## src/hdl/tdmc_pkg.sv

```systemverilog
`timescale 1ns / 1ps
`default_nettype none
// ----------------------------------------------------------------------------
// tdmc_pkg
// Shared types and constants of the two-level direct-mapped tag lookup unit.
// ----------------------------------------------------------------------------
package tdmc_pkg;

	// request kinds
	localparam logic [1:0] REQ_READ     = 2'd0;
	localparam logic [1:0] REQ_WRITE    = 2'd1;
	localparam logic [1:0] REQ_PREFETCH = 2'd2;
	localparam logic [1:0] REQ_FLUSH    = 2'd3;

	// serving level codes
	localparam logic [1:0] LVL_L1  = 2'd0;
	localparam logic [1:0] LVL_L2  = 2'd1;
	localparam logic [1:0] LVL_MEM = 2'd2;

	// configuration register indexes
	localparam logic [1:0] CFG_L1_LAT  = 2'd0;
	localparam logic [1:0] CFG_L2_LAT  = 2'd1;
	localparam logic [1:0] CFG_MEM_LAT = 2'd2;

	// field widths
	localparam int LAT_W    = 10;
	localparam int CNT_W    = 32;
	localparam int TOT_W    = 64;
	localparam int BYTES_W  = 16;
	localparam int REQ_W    = 2;
	localparam int LVL_W    = 2;
	localparam int CIDX_W   = 2;
	// 64-byte lines
	localparam int LINE_OFF_W = 6;

	// result payload: latency, four counters, two totals, padded to bytes
	localparam int OUT_RAW_W = LAT_W + 4 * CNT_W + 2 * TOT_W;
	localparam int OUT_W     = ((OUT_RAW_W + 7) / 8) * 8;

	// register reset values
	localparam logic [LAT_W-1:0] L1_LAT_RST  = 10'd1;
	localparam logic [LAT_W-1:0] L2_LAT_RST  = 10'd10;
	localparam logic [LAT_W-1:0] MEM_LAT_RST = 10'd100;

	// controller to datapath commands
	typedef struct packed {
		logic load;
		logic clear;
		logic access;
		logic prefetch;
	} cmd_t;

	// datapath to controller status
	typedef struct packed {
		logic [REQ_W-1:0] req_type;
		logic             out_free;
		logic             clr_last;
	} sts_t;

endpackage
`default_nettype wire

```

## src/hdl/tdmc_ctrl.sv

```systemverilog
`timescale 1ns / 1ps
`default_nettype none
// ----------------------------------------------------------------------------
// tdmc_ctrl
// Sequencer: clearing pass, item accept and lookup/commit steps.
// ----------------------------------------------------------------------------
module tdmc_ctrl (
	input  wire                 clk,
	input  wire                 arst_n,
	input  wire                 in_valid,
	output logic                in_ready,
	input  wire tdmc_pkg::sts_t sts,
	output tdmc_pkg::cmd_t      cmd
);

	localparam logic [1:0] S_CLEAR = 2'd0;
	localparam logic [1:0] S_IDLE  = 2'd1;
	localparam logic [1:0] S_LOOK  = 2'd2;

	logic [1:0] state_q;
	logic [1:0] state_d;

	assign in_ready = (state_q == S_IDLE);

	// next state and commands
	always_comb begin
		state_d      = state_q;
		cmd.load     = 1'b0;
		cmd.clear    = 1'b0;
		cmd.access   = 1'b0;
		cmd.prefetch = 1'b0;
		case (state_q)
			S_CLEAR: begin
				cmd.clear = 1'b1;
				if (sts.clr_last) begin
					state_d = S_IDLE;
				end
			end
			S_IDLE: begin
				if (in_valid) begin
					cmd.load = 1'b1;
					state_d  = S_LOOK;
				end
			end
			S_LOOK: begin
				case (sts.req_type)
					tdmc_pkg::REQ_FLUSH: begin
						state_d = S_CLEAR;
					end
					tdmc_pkg::REQ_PREFETCH: begin
						cmd.prefetch = 1'b1;
						state_d      = S_IDLE;
					end
					default: begin
						if (sts.out_free) begin
							cmd.access = 1'b1;
							state_d    = S_IDLE;
						end
					end
				endcase
			end
			default: begin
				state_d = S_CLEAR;
			end
		endcase
	end

	// state register
	always_ff @(posedge clk or negedge arst_n) begin
		if (!arst_n) begin
			state_q <= S_CLEAR;
		end else begin
			state_q <= state_d;
		end
	end

endmodule
`default_nettype wire

```

## config.mk

```make
export PLATFORM = sky130hd
export DESIGN_NAME = tdmc_ctrl
export DESIGN_NICKNAME = d
export VERILOG_FILES = /design/src/hdl/tdmc_pkg.sv /design/src/hdl/tdmc_ctrl.sv
export SDC_FILE = /design/constraint.sdc
export NUM_CORES = 1
export LEC_CHECK = 0
export ABC_AREA = 1
export BUFFER_PORTS_ARGS = -buffer_cell sky130_fd_sc_hd__buf_2
export CORE_AREA = 2 2 39 41
export CTS_CLUSTER_DIAMETER = 60
export DETAILED_ROUTE_END_ITERATION = 10
export DIE_AREA = 0 0 41 43
export HOLD_SLACK_MARGIN = 0.08
export PLACE_DENSITY = 0.37
export SLEW_MARGIN = 25
export SYNTH_ARGS = -nofsm -noshare
export SYNTH_HDL_FRONTEND = slang
export SYNTH_SLANG_ARGS = --single-unit
```

## constraint.sdc

```tcl
create_clock -name clk -period 1.15 [get_ports clk]
set_clock_uncertainty 0.15 [all_clocks]
set_input_delay 0.115 -clock clk [delete_from_list [all_inputs] [get_ports clk]]
set_output_delay 0.115 -clock clk [all_outputs]
set_load 0.02 [all_outputs]
```

# Word level (Yosys, flattened, before mapping)
# Cells that the tools add are included.
dict set report op_classes {
  n_reduce_logical 3
  n_mux 12
  eq_ne 7
}
# op n
set ops {}
lappend ops {{$mux 2} 4}
lappend ops {{$eq 2x2->1 const B} 3}
lappend ops {{$mux 1} 6}
lappend ops {{$pmux 2 s3} 1}
lappend ops {{$ne 2x2->1 const B} 2}
lappend ops {{$ne 4x4->1 const B} 1}
lappend ops {{$pmux 2 s2} 1}
lappend ops {{$reduce_and 3->1} 1}
lappend ops {{$eq 2x1->1 const B} 1}
lappend ops {{$logic_not 2->1} 1}
lappend ops {{$reduce_or 2->1} 1}
dict set report word_totals {
  out_inout_bits 5
  register_bits 2
  inputBits 7
  elab_cells 23
}

# Depth between registers and ports, before layout
dict set report logic_depth {
  ltp_word 4
  depth_mapped 5
  ltp_nobuf 5
}

# Least setup slack after synthesis
# Ideal clock, no wire load.
dict set report synth_timing {
  kind {register to output}
  start {register state_q[0]}
  end {output cmd[0] (netlist bit)}
  arrival_ns 1.051
  stages_incl_launch_ff 4
  setup_slack_ns -0.166
  path_cell_list {dfrtp_1 > inv_1 > nand2_1 > nor3b_1}
}
# element line_no
set synth_lines {}
lappend synth_lines {{start, declared} tdmc_ctrl.sv:20} ;# logic [1:0] state_q;
lappend synth_lines {{start signal, assigned} tdmc_ctrl.sv:73} ;# state_q <= state_d;
lappend synth_lines {{end, declared} tdmc_ctrl.sv:13} ;# output tdmc_pkg::cmd_t cmd

==> impl_metrics.ini <==
[floorplanning]
ioPinCount = 12
rows = 14
core_mm2 = 0.001384
die_h_um = 43
fp.dieW_um = 41
initial_core_util = 0.1049
dieArea_mm2 = 0.001763

[logic_synthesis]
syn_nets = 31
synth_compound_area_frac = 0.03448
synth.mux.area_fraction = 0
ys_seq_elements = 2
seq_area_frac_synth = 0.3448
syn_area_um2 = 145.1
yosysWarnings = 0
yosys.cell_types.count = 7
yosys.area_share.adder = 0
synth_area_per_cell_um2 = 6.047
syn-instance-count = 24
synth_top_family_by_area = simple AND/OR/NAND/NOR gates
synth_simple_gate_area_share = 0.4655
synth-xor-area-share = 0

[timing]
fin_ws_ns = -0.1454
hold_viol = 0
slew_headroom = 0.9004
rsz0062_at_grt = yes
whs_ns = 0.08850
period_minus_slack_ns = 1.295
worst_pin_slew_ns = 0.1478
drv_slew = 0
fmax_mhz = 772.0
setup-violations-final = 5
min_period_over_period = 1.126

[drt]
drc = 0
num_vias = 218
ant_nets = 0
drt-initial-drc-count = 2
vias_per_cell = 3.574
routed_wl_um = 429
firstDrtPassIters = 2
wl_per_cell_um = 7.033

[clock_tree]
clock_path_buffers = 2
clock-root-buffer = clkbuf_4
cts_tree = yes
htreeDepth = 1
clk_pin_slew_ns = 0.03
insertion_delay_ns = 0.22
clock_sinks = 2
cts_made_buffers = 3

[flow_run]
cap_violations = 0

[place]
dp_hpwl_um = 297.5
port_buffers = 11
placed_area_um2 = 235.2
gp_congestion = 0.7124

[cells_and_area]
final_cell_area_um2 = 337.8
top_register = state_q
num_antenna_cells = 0
largest_reg_flops = 2
utilization = 0.2441
nets = 54
reg.largest.list = state_q (2)
drive_gt1_frac = 0.5333
area_growth_pct = 132.8

[run_status]
status = complete, but fails checks
violations = setup timing

[critical_path]
endpoint_kind = output port
worstPathMaxFanout = 2
cp.required_ns = 0.88
r2r_setup_slack_ns = 0.08
r2r_start = state_q[0]
rr_endpoint = state_q[0]
ff2ff_path_depth = 5
arrival_ns = 1.03
crit_path_start_kind = flop
critical_path_class = flop to output port

[global_routing]
globalRoute.totalOverflow = 0
grt_pass1_vias = 197
grt_max_degree = 5
antenna_found_initial = 0
grt_pass1_wl_um = 627
grt_use_total = 0.05723

[hold_path]
hold_class = input pin to flop
min_from = sts[1]
holdPathStages = 4
worstHoldEndpoint = state_q[1]

[pwr]
peakVddDrop_mv = 0.6948
p_leak_nw = 0.1859
total_power_w = 0.0007295
power.density_mw_per_mm2 = 2160
==> cell usage in the layout (no fill, tap or decap), types with 2 or more instances in the layout <==
master / Yosys / layout
nor3b_2: 0 / 2
buf_4: 0 / 6
nand2_2: 0 / 2
buf_2: 0 / 7
nand2_1: 6 / 4
clkbuf_4: 0 / 3
inv_1: 6 / 5
nor2_1: 4 / 3
dlygate4sd3_1: 0 / 4
nand3_1: 3 / 3
==> how the worst max path moves through the flow <==
stage	slack (ns)	cells after the start	from	end
final	-0.15	4	state_q[0]	cmd[1]
after global routing	-0.24	4	state_q[0]	cmd[1]
after CTS	-0.17	4	state_q[0]	cmd[0]
after detailed placement	0.04	4	state_q[0]	cmd[1]
after global placement	0.04	4	state_q[0]	cmd[1]
after floorplan	-0.17	3	state_q[0]	cmd[0]
==> critical path, stage by stage, from the launching register on <==
cell and delay (ns):
dfrtp_1 0.37, inv_2 0.06, nand2_2 0.06, nor3b_2 0.16
buf_4 0.16
==> kinds of logic after synthesis <==
kind of cell | after synthesis
flops | 2
simple gates | 15
compound gates | 1
buf+inv | 6
==> through the flow <==
| stage | setup slack [ns] | TNS (ns) | instances |
|---|---|---|---|
| CTS | -0.1682 | -0.7255 | 61 |
| floorplan | -0.1665 | -0.3728 | 24 |
| global route | -0.2354 | -1.020 | 61 |
| finish | -0.1454 | -0.6473 | 61 |
| global placement | 0.04407 | 0 | 53 |
| detailed placement | 0.04200 | 0 | 53 |
==> power by group <==
group | total, W | internal [W] | switching (W) | leakage (nW)
sequential | 0.000133 | 0.000105 | 0.0000283 | 0.0236
combinational | 0.000442 | 0.000210 | 0.000233 | 0.149
clock | 0.000154 | 0.000115 | 0.0000390 | 0.0138
total | 0.000730 | 0.000429 | 0.000300 | 0.186
==> layout make-up <==
class | instances | area, µm²
fill | 159 | 1046
timing repair buffer | 18 | 131.4
multi-input combinational | 16 | 90.09
sequential | 2 | 51.30
clock buffer | 3 | 22.52
inverter | 6 | 22.52
tap | 16 | 20.02
==> timing repair <==
action | 4_1_cts | 5_1_grt
endpoints found under the setup margin | 5 | 5
pin swaps | 1 | 1
endpoints found under the hold margin | 4 | 0
hold buffers | 4 | 0
buffers inserted | 1 | 0
resized for setup | 11 | 1
==> cells in the mapped netlist <==
master | count | area [µm²]
o21ai_0 | 1 | 5.000
nand3_1 | 3 | 15.01
nand2_1 | 6 | 22.52
nor3b_1 | 2 | 15.01
inv_1 | 6 | 22.52
dfrtp_1 | 2 | 50.05
nor2_1 | 4 | 15.01
==> metal layers <==
layer,track usage,part of all wire,wire [µm],vias up
met4,0.06000,0,0,0
li1,-,-,-,116
met3,0.03141,0.10,44,0
met1,0.04823,0.43,183,94
met5,0,0,0,-
met2,0.08438,0.47,201,8
Note: power is estimated with default switching activity, not from simulation.
